`src/rtl/core/ppc_pkg.sv`:
```
`default_nettype none
package ppc_pkg;

  localparam int SAMPLE_BITS   = 13;
  localparam int FRACTION_BITS = 15;
  localparam int FW            = FRACTION_BITS + 1;
  localparam int TICK_BITS     = 16;
  localparam int MY_BITS    = 17;
  localparam int ALPHA_BITS    = 16;
  localparam int ALPHA_FRAC    = 15;
  localparam int STEP_BITS     = $clog2(FRACTION_BITS);

  localparam logic [FW-1:0]         FRAC_ONE   = FW'(1) << FRACTION_BITS;
  localparam logic [ALPHA_BITS-1:0] ALPHA_ONE  = ALPHA_BITS'(1) << ALPHA_FRAC;
  localparam logic [ALPHA_BITS-1:0] ALPHA_INIT = ALPHA_BITS'(8192);
  localparam logic [ALPHA_FRAC:0]   EMA_HALF   = (ALPHA_FRAC+1)'(1) << (ALPHA_FRAC - 1);

  // Q.15 bench input rescaled to the fraction format
  localparam int MY_UP  = (FRACTION_BITS >= 15) ? FRACTION_BITS - 15 : 0;
  localparam int MY_DN  = (FRACTION_BITS < 15) ? 15 - FRACTION_BITS : 0;
  localparam int MY_W   = MY_BITS + MY_UP;
  localparam logic [MY_BITS-1:0] MY_ONE = MY_BITS'(32768);

  // floor(d/20) = (d * RECIP) >> RECIP_SHIFT, exact for d < 2^18
  localparam int RECIP_SHIFT = 20;
  localparam int RECIP_BITS  = 16;
  localparam logic [RECIP_BITS-1:0] RECIP = RECIP_BITS'((2**RECIP_SHIFT + 19) / 20);

  localparam logic [SAMPLE_BITS-1:0] A_LOW_INIT  = SAMPLE_BITS'(1000);
  localparam logic [SAMPLE_BITS-1:0] A_HIGH_INIT = SAMPLE_BITS'(2100);
  localparam logic [SAMPLE_BITS-1:0] B_LOW_INIT  = SAMPLE_BITS'(3100);
  localparam logic [SAMPLE_BITS-1:0] B_HIGH_INIT = SAMPLE_BITS'(4000);

  localparam int ADDR_BITS = 3;
  localparam logic REG_ALPHA = 1'b0;
  localparam logic REG_BENCH = 1'b1;

  localparam logic MODE_SAMPLE = 1'b0;
  localparam logic MODE_START  = 1'b1;

  typedef struct packed {
    logic seed;
    logic widen;
    logic shrink_calc;
    logic shrink_apply;
    logic div_load;
    logic div_step;
  } ppc_lane_cmd_t;

  typedef struct packed {
    logic sel;
    logic mul;
    logic fin;
  } ppc_merge_cmd_t;

  function automatic logic [FW-1:0] my_clamp(input logic [MY_BITS-1:0] raw);
    logic [MY_W-1:0] v;
    v = '0;
    if (!raw[MY_BITS-1]) begin
      if (raw > MY_ONE) begin
        v = MY_W'(MY_ONE);
      end else begin
        v = MY_W'(raw);
      end
    end
    v = v << MY_UP;
    v = v >> MY_DN;
    return FW'(v);
  endfunction

endpackage
`default_nettype wire

```
`src/rtl/core/ppc_in_if.sv`:
```
`default_nettype none
interface ppc_in_if;
  import ppc_pkg::*;

  logic                          valid;
  logic                          ready;
  logic                          mode;
  logic [SAMPLE_BITS-1:0]        sensor_a_mv;
  logic [SAMPLE_BITS-1:0]        sensor_b_mv;
  logic signed [MY_BITS-1:0]  my_travel;
  logic [TICK_BITS-1:0]          calibration_ticks;

  modport source (
    output valid, mode, sensor_a_mv, sensor_b_mv, my_travel, calibration_ticks,
    input  ready
  );
  modport sink (
    input  valid, mode, sensor_a_mv, sensor_b_mv, my_travel, calibration_ticks,
    output ready
  );
endinterface
`default_nettype wire

```
`src/rtl/core/ppc_out_if.sv`:
```
`default_nettype none
interface ppc_out_if;
  import ppc_pkg::*;

  logic          valid;
  logic          ready;
  logic [FW-1:0] travel_filtered;
  logic [FW-1:0] travel_unfiltered;
  logic [FW-1:0] fraction_a;
  logic [FW-1:0] fraction_b;
  logic          calibrating;
  logic          is_calibrated;

  modport source (
    output valid, travel_filtered, travel_unfiltered, fraction_a, fraction_b,
           calibrating, is_calibrated,
    input  ready
  );
  modport sink (
    input  valid, travel_filtered, travel_unfiltered, fraction_a, fraction_b,
           calibrating, is_calibrated,
    output ready
  );
endinterface
`default_nettype wire

```
`src/rtl/core/pedal_position_conditioner.sv`:
```
`default_nettype none
// channel   dir  handshake      payload
// sensors   in   valid/ready    mode, sensor_a_mv, sensor_b_mv, my_travel,
//                               calibration_ticks
// travel    out  valid/ready    travel_filtered, travel_unfiltered, fraction_a,
//                               fraction_b, calibrating, is_calibrated
// apb       in   psel/penable   smoothing_alpha at 0x0, my_mode at 0x4
//
// One item runs from accept to result through CAL, SHRINK (only when calibration
// closes; it applies the range shrink), LOAD, the 15-step restoring divider in
// each sensor lane, SEL, MUL, FIN and PUSH. One item is in work at a time.
// The result register lets the next item be accepted while a result waits.
// rst is synchronous; it restores the default ranges and registers.
module pedal_position_conditioner (
  input  wire logic                          clk,
  input  wire logic                          rst,
  ppc_in_if.sink                             sensors,
  ppc_out_if.source                          travel,
  input  wire logic                          psel,
  input  wire logic                          penable,
  input  wire logic                          pwrite,
  input  wire logic [ppc_pkg::ADDR_BITS-1:0] paddr,
  input  wire logic [31:0]                   pwdata,
  output logic [31:0]                        prdata,
  output logic                               pready
);
  import ppc_pkg::*;

  localparam logic [3:0] S_IDLE   = 4'd0;
  localparam logic [3:0] S_CAL    = 4'd1;
  localparam logic [3:0] S_SHRINK = 4'd2;
  localparam logic [3:0] S_LOAD   = 4'd3;
  localparam logic [3:0] S_DIV    = 4'd4;
  localparam logic [3:0] S_SEL    = 4'd5;
  localparam logic [3:0] S_MUL    = 4'd6;
  localparam logic [3:0] S_FIN    = 4'd7;
  localparam logic [3:0] S_PUSH   = 4'd8;
  localparam logic [STEP_BITS-1:0] STEP_LAST = STEP_BITS'(FRACTION_BITS - 1);

  logic [3:0]              state;
  logic [3:0]              state_next;
  logic [STEP_BITS-1:0]    div_cnt;

  logic [ALPHA_BITS-1:0]   smoothing_alpha;
  logic                    my_mode;

  logic                    it_mode;
  logic [SAMPLE_BITS-1:0]  it_sa;
  logic [SAMPLE_BITS-1:0]  it_sb;
  logic [MY_BITS-1:0]   it_my;
  logic [TICK_BITS-1:0]    it_ticks;

  logic                    running;
  logic                    valid_cal;
  logic [TICK_BITS-1:0]    window_count;
  logic [TICK_BITS-1:0]    window_length;

  logic                    accept;
  logic                    cfg_write;
  logic                    out_free;
  logic                    closing;
  ppc_lane_cmd_t           lane_cmd;
  ppc_merge_cmd_t          merge_cmd;
  logic [FW-1:0]           lane_a_frac;
  logic [FW-1:0]           lane_b_frac;
  logic [FW-1:0]           m_filtered;
  logic [FW-1:0]           m_unfiltered;
  logic [FW-1:0]           m_frac_a;
  logic [FW-1:0]           m_frac_b;
  logic                    out_valid;

  // register port
  assign pready    = 1'b1;
  assign cfg_write = psel && penable && pwrite;

  always_ff @(posedge clk) begin
    if (rst) begin
      smoothing_alpha <= ALPHA_INIT;
      my_mode      <= 1'b0;
    end else if (cfg_write) begin
      unique case (paddr[2])
        REG_ALPHA: smoothing_alpha <= pwdata[ALPHA_BITS-1:0];
        REG_BENCH: my_mode      <= pwdata[0];
        default: ;
      endcase
    end
  end

  always_comb begin
    unique case (paddr[2])
      REG_ALPHA: prdata = {{(32-ALPHA_BITS){1'b0}}, smoothing_alpha};
      REG_BENCH: prdata = {31'b0, my_mode};
      default:   prdata = '0;
    endcase
  end

  // sequencer
  assign sensors.ready = (state == S_IDLE);
  assign accept        = sensors.valid && sensors.ready;
  assign out_free      = !out_valid || travel.ready;
  assign closing       = (it_mode == MODE_SAMPLE) && running
                         && !(window_count < window_length);

  always_comb begin
    state_next = state;
    unique case (state)
      S_IDLE:   if (accept) state_next = S_CAL;
      S_CAL:    state_next = closing ? S_SHRINK : S_LOAD;
      S_SHRINK: state_next = S_LOAD;
      S_LOAD:   state_next = S_DIV;
      S_DIV:    if (div_cnt == STEP_LAST) state_next = S_SEL;
      S_SEL:    state_next = S_MUL;
      S_MUL:    state_next = S_FIN;
      S_FIN:    state_next = S_PUSH;
      S_PUSH:   if (out_free) state_next = S_IDLE;
      default:  state_next = S_IDLE;
    endcase
  end

  always_ff @(posedge clk) begin
    if (rst) begin
      state   <= S_IDLE;
      div_cnt <= '0;
    end else begin
      state <= state_next;
      if (state == S_DIV) begin
        div_cnt <= div_cnt + 1'b1;
      end else begin
        div_cnt <= '0;
      end
    end
  end

  always_ff @(posedge clk) begin
    if (accept) begin
      it_mode  <= sensors.mode;
      it_sa    <= sensors.sensor_a_mv;
      it_sb    <= sensors.sensor_b_mv;
      it_my <= sensors.my_travel;
      it_ticks <= sensors.calibration_ticks;
    end
  end

  // calibration window
  always_ff @(posedge clk) begin
    if (rst) begin
      running       <= 1'b0;
      valid_cal     <= 1'b1;
      window_count  <= '0;
      window_length <= '0;
    end else if (state == S_CAL) begin
      if (it_mode == MODE_START) begin
        if (!running) begin
          running       <= 1'b1;
          valid_cal     <= 1'b0;
          window_length <= it_ticks;
        end
        window_count <= '0;
      end else if (running) begin
        if (window_count < window_length) begin
          window_count <= window_count + 1'b1;
        end else begin
          running   <= 1'b0;
          valid_cal <= 1'b1;
        end
      end
    end
  end

  always_comb begin
    lane_cmd              = '0;
    lane_cmd.seed         = (state == S_CAL) && (it_mode == MODE_START) && !running;
    lane_cmd.widen        = (state == S_CAL) && (it_mode == MODE_SAMPLE) && running
                            && (window_count < window_length);
    lane_cmd.shrink_calc  = (state == S_CAL) && closing;
    lane_cmd.shrink_apply = (state == S_SHRINK);
    lane_cmd.div_load     = (state == S_LOAD);
    lane_cmd.div_step     = (state == S_DIV);
    merge_cmd             = '0;
    merge_cmd.sel         = (state == S_SEL);
    merge_cmd.mul         = (state == S_MUL);
    merge_cmd.fin         = (state == S_FIN);
  end

  ppc_lane u_lane_a (
    .clk        (clk),
    .rst        (rst),
    .cmd        (lane_cmd),
    .sample     (it_sa),
    .reset_low  (A_LOW_INIT),
    .reset_high (A_HIGH_INIT),
    .fraction   (lane_a_frac)
  );

  ppc_lane u_lane_b (
    .clk        (clk),
    .rst        (rst),
    .cmd        (lane_cmd),
    .sample     (it_sb),
    .reset_low  (B_LOW_INIT),
    .reset_high (B_HIGH_INIT),
    .fraction   (lane_b_frac)
  );

  ppc_merge u_merge (
    .clk        (clk),
    .rst        (rst),
    .cmd        (merge_cmd),
    .lane_a     (lane_a_frac),
    .lane_b     (lane_b_frac),
    .my_frac (my_clamp(it_my)),
    .my_mode (my_mode),
    .blank      (running || !valid_cal),
    .alpha      (smoothing_alpha),
    .filtered   (m_filtered),
    .unfiltered (m_unfiltered),
    .frac_a     (m_frac_a),
    .frac_b     (m_frac_b)
  );

  // result register
  always_ff @(posedge clk) begin
    if (rst) begin
      out_valid <= 1'b0;
    end else if (state == S_PUSH && out_free) begin
      out_valid <= 1'b1;
    end else if (travel.ready) begin
      out_valid <= 1'b0;
    end
  end

  always_ff @(posedge clk) begin
    if (state == S_PUSH && out_free) begin
      travel.travel_filtered   <= m_filtered;
      travel.travel_unfiltered <= m_unfiltered;
      travel.fraction_a        <= m_frac_a;
      travel.fraction_b        <= m_frac_b;
      travel.calibrating       <= running;
      travel.is_calibrated     <= valid_cal;
    end
  end

  assign travel.valid = out_valid;
endmodule
`default_nettype wire

```
`src/rtl/core/ppc_lane.sv`:
```
`default_nettype none
module ppc_lane (
  input  wire logic                            clk,
  input  wire logic                            rst,
  input  wire ppc_pkg::ppc_lane_cmd_t          cmd,
  input  wire logic [ppc_pkg::SAMPLE_BITS-1:0] sample,
  input  wire logic [ppc_pkg::SAMPLE_BITS-1:0] reset_low,
  input  wire logic [ppc_pkg::SAMPLE_BITS-1:0] reset_high,
  output logic [ppc_pkg::FW-1:0]               fraction
);
  import ppc_pkg::*;

  logic [SAMPLE_BITS-1:0]             low;
  logic [SAMPLE_BITS-1:0]             high;
  logic [SAMPLE_BITS-1:0]             step;
  logic [SAMPLE_BITS-1:0]             rem;
  logic [SAMPLE_BITS-1:0]             dvs;
  logic [FRACTION_BITS-1:0]           quo;
  logic                               zero;
  logic                               sat;
  logic [SAMPLE_BITS-1:0]             span;
  logic [SAMPLE_BITS+RECIP_BITS-1:0]  prod;
  logic [SAMPLE_BITS:0]               rem2;
  logic                               fits;

  assign span = (high > low) ? high - low : '0;
  assign prod = (SAMPLE_BITS+RECIP_BITS)'(span) * (SAMPLE_BITS+RECIP_BITS)'(RECIP);
  assign rem2 = {rem, 1'b0};
  assign fits = rem2 >= {1'b0, dvs};

  always_ff @(posedge clk) begin
    if (rst) begin
      low  <= reset_low;
      high <= reset_high;
    end else if (cmd.seed) begin
      low  <= sample;
      high <= sample;
    end else if (cmd.widen) begin
      if (sample < low) begin
        low <= sample;
      end
      if (sample > high) begin
        high <= sample;
      end
    end else if (cmd.shrink_apply) begin
      low  <= low + step;
      high <= high - step;
    end
  end

  always_ff @(posedge clk) begin
    if (cmd.shrink_calc) begin
      step <= SAMPLE_BITS'(prod >> RECIP_SHIFT);
    end
    if (cmd.div_load) begin
      quo  <= '0;
      dvs  <= high - low;
      zero <= (high <= low) || (sample <= low);
      sat  <= sample >= high;
      rem  <= (high > low && sample > low && sample < high) ? sample - low : '0;
    end else if (cmd.div_step) begin
      quo <= {quo[FRACTION_BITS-2:0], fits};
      rem <= fits ? SAMPLE_BITS'(rem2 - {1'b0, dvs}) : SAMPLE_BITS'(rem2);
    end
  end

  always_comb begin
    if (zero) begin
      fraction = '0;
    end else if (sat) begin
      fraction = FRAC_ONE;
    end else begin
      fraction = {1'b0, quo};
    end
  end
endmodule
`default_nettype wire

```
`src/rtl/core/ppc_merge.sv`:
```
`default_nettype none
module ppc_merge (
  input  wire logic                           clk,
  input  wire logic                           rst,
  input  wire ppc_pkg::ppc_merge_cmd_t        cmd,
  input  wire logic [ppc_pkg::FW-1:0]         lane_a,
  input  wire logic [ppc_pkg::FW-1:0]         lane_b,
  input  wire logic [ppc_pkg::FW-1:0]         my_frac,
  input  wire logic                           my_mode,
  input  wire logic                           blank,
  input  wire logic [ppc_pkg::ALPHA_BITS-1:0] alpha,
  output logic [ppc_pkg::FW-1:0]              filtered,
  output logic [ppc_pkg::FW-1:0]              unfiltered,
  output logic [ppc_pkg::FW-1:0]              frac_a,
  output logic [ppc_pkg::FW-1:0]              frac_b
);
  import ppc_pkg::*;

  localparam int PW = ALPHA_BITS + FW;

  logic [FW-1:0]         x;
  logic                  clear;
  logic [PW-1:0]         p_new;
  logic [PW-1:0]         p_old;
  logic [FW:0]           sum_ab;
  logic [ALPHA_BITS-1:0] a_eff;
  logic [PW:0]           acc;

  assign sum_ab = {1'b0, lane_a} + {1'b0, lane_b};
  assign a_eff  = (alpha == '0 || alpha > ALPHA_ONE) ? ALPHA_ONE : alpha;
  assign acc    = {1'b0, p_new} + {1'b0, p_old} + (PW+1)'(EMA_HALF);

  always_ff @(posedge clk) begin
    if (cmd.sel) begin
      if (my_mode) begin
        x      <= my_frac;
        frac_a <= my_frac;
        frac_b <= my_frac;
        clear  <= 1'b0;
      end else if (blank) begin
        x      <= '0;
        frac_a <= '0;
        frac_b <= '0;
        clear  <= 1'b1;
      end else begin
        x      <= sum_ab[FW:1];
        frac_a <= lane_a;
        frac_b <= lane_b;
        clear  <= 1'b0;
      end
    end
    if (cmd.mul) begin
      p_new <= PW'(a_eff) * PW'(x);
      p_old <= PW'(ALPHA_ONE - a_eff) * PW'(filtered);
    end
  end

  assign unfiltered = x;

  always_ff @(posedge clk) begin
    if (rst) begin
      filtered <= '0;
    end else if (cmd.fin) begin
      filtered <= clear ? '0 : acc[ALPHA_FRAC +: FW];
    end
  end
endmodule
`default_nettype wire

```
`src/flat_wrapper.sv`:
```
// flat-port wrapper written by rule: the top's interface ports become plain ports
module pedal_position_conditioner_flat import ppc_pkg::*;
  (clk, rst, psel, penable, pwrite, paddr, pwdata, prdata, pready, sensors_valid, sensors_mode, sensors_sensor_a_mv, sensors_sensor_b_mv, sensors_bench_travel, sensors_calibration_ticks, sensors_ready, travel_valid, travel_travel_filtered, travel_travel_unfiltered, travel_fraction_a, travel_fraction_b, travel_calibrating, travel_is_calibrated, travel_ready);
  ppc_in_if sensors_i ();
  ppc_out_if travel_i ();
  input  wire logic clk;
  input  wire logic rst;
  input  wire logic psel;
  input  wire logic penable;
  input  wire logic pwrite;
  input  wire logic [ppc_pkg::ADDR_BITS-1:0] paddr;
  input  wire logic [31:0] pwdata;
  output logic [31:0] prdata;
  output logic pready;
  input wire logic [$bits(sensors_i.valid)-1:0] sensors_valid;
  input wire logic [$bits(sensors_i.mode)-1:0] sensors_mode;
  input wire logic [$bits(sensors_i.sensor_a_mv)-1:0] sensors_sensor_a_mv;
  input wire logic [$bits(sensors_i.sensor_b_mv)-1:0] sensors_sensor_b_mv;
  input wire logic [$bits(sensors_i.my_travel)-1:0] sensors_bench_travel;
  input wire logic [$bits(sensors_i.calibration_ticks)-1:0] sensors_calibration_ticks;
  output wire logic [$bits(sensors_i.ready)-1:0] sensors_ready;
  output wire logic [$bits(travel_i.valid)-1:0] travel_valid;
  output wire logic [$bits(travel_i.travel_filtered)-1:0] travel_travel_filtered;
  output wire logic [$bits(travel_i.travel_unfiltered)-1:0] travel_travel_unfiltered;
  output wire logic [$bits(travel_i.fraction_a)-1:0] travel_fraction_a;
  output wire logic [$bits(travel_i.fraction_b)-1:0] travel_fraction_b;
  output wire logic [$bits(travel_i.calibrating)-1:0] travel_calibrating;
  output wire logic [$bits(travel_i.is_calibrated)-1:0] travel_is_calibrated;
  input wire logic [$bits(travel_i.ready)-1:0] travel_ready;
  assign sensors_i.valid = sensors_valid;
  assign sensors_i.mode = sensors_mode;
  assign sensors_i.sensor_a_mv = sensors_sensor_a_mv;
  assign sensors_i.sensor_b_mv = sensors_sensor_b_mv;
  assign sensors_i.my_travel = sensors_bench_travel;
  assign sensors_i.calibration_ticks = sensors_calibration_ticks;
  assign sensors_ready = sensors_i.ready;
  assign travel_valid = travel_i.valid;
  assign travel_travel_filtered = travel_i.travel_filtered;
  assign travel_travel_unfiltered = travel_i.travel_unfiltered;
  assign travel_fraction_a = travel_i.fraction_a;
  assign travel_fraction_b = travel_i.fraction_b;
  assign travel_calibrating = travel_i.calibrating;
  assign travel_is_calibrated = travel_i.is_calibrated;
  assign travel_i.ready = travel_ready;
  pedal_position_conditioner u_core (.clk(clk), .rst(rst), .sensors(sensors_i), .travel(travel_i), .psel(psel), .penable(penable), .pwrite(pwrite), .paddr(paddr), .pwdata(pwdata), .prdata(prdata), .pready(pready));
endmodule
```
`config.mk`:
```
export PLATFORM = sky130hd
export DESIGN_NAME = pedal_position_conditioner_flat
export DESIGN_NICKNAME = d
export VERILOG_FILES = /design/src/rtl/core/ppc_pkg.sv /design/src/rtl/core/ppc_in_if.sv /design/src/rtl/core/ppc_out_if.sv /design/src/rtl/core/pedal_position_conditioner.sv /design/src/rtl/core/ppc_lane.sv /design/src/rtl/core/ppc_merge.sv /design/src/flat_wrapper.sv
export SDC_FILE = /design/constraint.sdc
export NUM_CORES = 2
export LEC_CHECK = 0
export BUFFER_PORTS_ARGS = -buffer_cell sky130_fd_sc_hd__buf_2
export CORE_ASPECT_RATIO = 0.75
export CORE_UTILIZATION = 46
export DETAILED_ROUTE_END_ITERATION = 8
export PLACE_DENSITY = 0.67
export SYNTH_ARGS = -nofsm -noshare
export SYNTH_HDL_FRONTEND = slang
export SYNTH_SLANG_ARGS = --single-unit
```
`constraint.sdc`:
```
create_clock -name clk -period 7.6 [get_ports clk]
set_clock_uncertainty 0.2 [all_clocks]
set_input_delay 2.28 -clock clk [delete_from_list [all_inputs] [get_ports clk]]
set_output_delay 2.28 -clock clk [all_outputs]
set_load 0.03 [all_outputs]
```
==> results.md <==
- The run finished, with violations left.
- The final reports fail on negative setup slack.
- Of the total synthesized cell area, the portion taken by full adders, half adders and majority gates is 0.373.
- The post-synthesis register bit count is 469.
- Along the worst path, the maximum fanout reaches 5.
- The number of antenna violations at the first check in global routing came to 6.
- The compound-gate portion of the synthesized area is 0.107.
- Setup repair after global routing could not meet its margin everywhere.
- The number of slew-limit violations in the final report is 0.
- The number of buffers inserted by port buffering is 167.
- The die is 380 µm wide.
- The count of endpoints failing hold in the final timing report came to 0.
- TritonCTS built the clock tree.
- The instance count after placement with tap cells included is 6903.
- The number of clock buffers added by TritonCTS is 53.
- Setup violations remaining at the end of the flow were counted as 9.
- The sequential element share of the synthesized area is 0.254.
- STA classifies the critical path endpoint as a flip-flop.
- After synthesis, the cell types taking the most area are fa_1, edfxtp_1, ha_1.
- The detailed placement HPWL is 104 mm.
- The post-detailed-route count of antenna-violating nets is 0.
- The cell type of the slowest stage on the worst timing path is or4_4.
- The final standard cell count with taps included and fillers excluded is 7032.
- The maximum number of pins on one net before global-route repair is 75.
- The H-tree depth reported by CTS is 2.
- After detailed routing, the number of remaining DRC violations is 0.
- The type of the setup path with the least slack is reg2reg.
- The first global-routing pass estimated 207 mm of wire.
- Pin placement for this block handled 203 I/O pins.
- The post-cts hold buffer count is 0.
- Across every metal layer, demand over resource in global routing totals 0.240.
- The max-cap violation count is 0.
- The most used flip-flop cell after synthesis is edfxtp_1.
- 0 antenna diodes ended up in the layout.
- The routed layout has 37.5k vias.
- After floorplanning, the core was divided into 103 placement rows.
- The worst path setup slack after routing is -0.219 ns.
- The number of enable-type register cells in the synthesized netlist is 311.
- In the finished design, the share of the clock period the worst path needs comes to 1.03.
- The leakage power total is 27.1 nW.
- The main combinational cell family by area after synthesis is adder cells.
- The die covers 109000 µm².
- The longest clock path from root to sink contains 3 buffers.
- The weighted congestion reported at the end of routability-driven placement is 0.924.
- The vias per cell is 5.33.
- Data on the critical path arrives at its endpoint at 8.01 ns.
- The layout overhead on the synthesized area is 14.5%.
- The post-synthesis share of cell area spent on xor and xnor gates is 0.0362.
- In this run the clock root is driven by a clkbuf_16.
- At the later pin of the worst-skew pair, clock insertion delay measures 0.64 ns.
- In the synthesized netlist, the number of instances is 5151.
- The number of sinks driven by the clock tree is 469.
- The highest attainable clock frequency is 0.128 GHz.
- IR analysis of the VDD net gives a maximum drop of 1320 µV.
- Of the total synthesized cell area, the portion taken by AND, OR, NAND and NOR gates is 0.142.
- After detailed routing, the average wire length per cell comes to 18.4 µm.
- The first TritonRoute pass finished after 5 iterations.
- In the final design database the tool counted 6806 nets.
- The worst setup timing slack at the placement stage is -0.524 ns.
- STA classifies the critical path startpoint as a flip-flop.
- The clock-pin transition on the worst setup and hold timing paths is 0.07 ns.
- Data on the critical path is required at its endpoint by 7.79 ns.
- The min-delay analysis places its worst path in the category reg2reg.
- The number of distinct library cells after synthesis is 86.
- Ranked by instance count, the synthesized netlist is headed by inv_1, ha_1, fa_1.
- The combined flip-flop and latch cell area is 12500 µm².
- The design draws 28.3 mW.
- The largest registers in the layout are u_core.u_merge.p_new: 31 flops, u_core.u_merge.p_old: 31 flops, u_core.it_my: 17 flops.
- The relative slew slack is 0.221.
- The number of global-route vias before repair is 37.3k.
- The number of filler cells placed in the layout is 9475.
- Of the cells placed in the final design, the portion with a size suffix greater than 1 is 0.137.
- For this run the aggregate overflow at the end of global routing stands at 0.
- The multi-input combinational cells in the finished layout cover a total of 33500 µm².
- The slew at the pin closest to its max-slew limit is 1.17 ns.
- For this run, the slowest stage of the critical path takes 0.54 ns.
- The initial standard-cell utilization of the core is 0.466.
- The netlist area before placement is 49300 µm².
- Measured along the y axis, the die boundary spans 286 µm.
- The clock period minus worst slack is 7.82 ns.
- The power density relative to cell area is 502 nW/µm².
- In this run, the number of DRC markers left after iteration 0 of detailed routing was 2802.
- The share of the synthesized area in the top cell type is 0.227.
- After synthesis, the share of flip-flops with an asynchronous set or reset is 0.
- The mux contribution to synthesized area is 0.00370.
- For this run, the number of Yosys warnings is 0.
- The most frequent cell after synthesis is inv_1.
- The core region is 106000 µm².
- Of all cell types, the one taking the most synthesized area is fa_1.
- Dividing the synthesized area by the synthesized cell count gives 9.57 µm².
- Wires add up to 130 mm.
per-stage QoR:
stage | cell area, µm² | setup TNS [ns] | hold slack [ns] | util
floorplan | 49400 | 0 | 0.200 | -
global route | 56500 | -4.24 | 0.224 | 0.534
CTS | 55900 | -0.439 | 0.221 | 0.529
detailed placement | 53700 | -4.91 | 0.205 | 0.508
global placement | 53700 | -3.77 | 0.203 | 0.508
finish | 56500 | -1.09 | 0.217 | 0.534
layer usage:
layer	wire length, µm	track usage	vias to the layer above
met2	55400	0.360	1165
met3	10400	0.0428	151
met4	2340	0.0463	2
met5	13	0	-
met1	61600	0.362	18500
li1	-	-	17700
cell usage in the layout, fill, tap and decap left out, drive strengths merged, types with 25 or more instances in the layout:
cell,count
inv,912
ha,574
fa,559
nand2,546
buf,510
edfxtp,311
and2,252
a21oi,230
nor2,213
o21ai,170
dfxtp,158
xnor2,142
nor3,80
nor2b,78
a21o,77
and3,65
xor2,61
clkbuf,61
o21a,47
nand3,44
a22o,37
nand2b,37
a211oi,36
conb,32
or3,28
o22ai,28
nand4,25
what timing repair did:
action,CTS,global route
cloned,1,0
endpoints found under the setup margin,28,38
buffers inserted,8,21
pin swaps,11,77
gates resized for setup,76,97
worst max-delay path: cells and delay by family, from the launching register on:
family	cells	cell delay, ns
adders and majority gates	7	3.20
and+or+nand+nor	9	1.84
AOI/OAI and AO/OA	6	1.30
xor gates and xnor gates	3	0.37
DFF	1	0.32
buffers and inverters	5	0.32
layout make-up:
class,instances,share of cell area
Clock buffer,61,0.0242
Multi-Input combinational cell,3633,0.593
Timing Repair Buffer,510,0.0621
Inverter,904,0.0601
Sequential cell,469,0.221
Tap cell,1417,0.0314
Clock inverter,38,0.00778
worst paths after layout:
check	from	endpoint	slack (ns)	cells after the start
max reg2reg	u_core.smoothing_alpha[9]	u_core.u_merge.p_old[30]	-0.22	30
min	u_core.u_merge.frac_a[3]	u_core.travel.fraction_a[3]	0.22	0
min reg2reg	u_core.u_merge.frac_a[3]	u_core.travel.fraction_a[3]	0.22	0
max	u_core.smoothing_alpha[9]	u_core.u_merge.p_old[30]	-0.22	30
logic make-up after synthesis:
logic type | count (synthesis)
compound gates | 814
flops | 469
simple gates | 1433
fa+ha+maj | 1133
xor+xnor | 203
mux | 18
other cells | 2
buf+inv | 1079
where the power goes:
group          internal, mW  switching, mW  leakage, nW
Sequential             3.30          0.142         4.07
Clock                  1.52           1.18        0.854
Combinational          10.1           12.0         22.1
Total                  15.0           13.4         27.1
(Power assumes the default switching activity.)
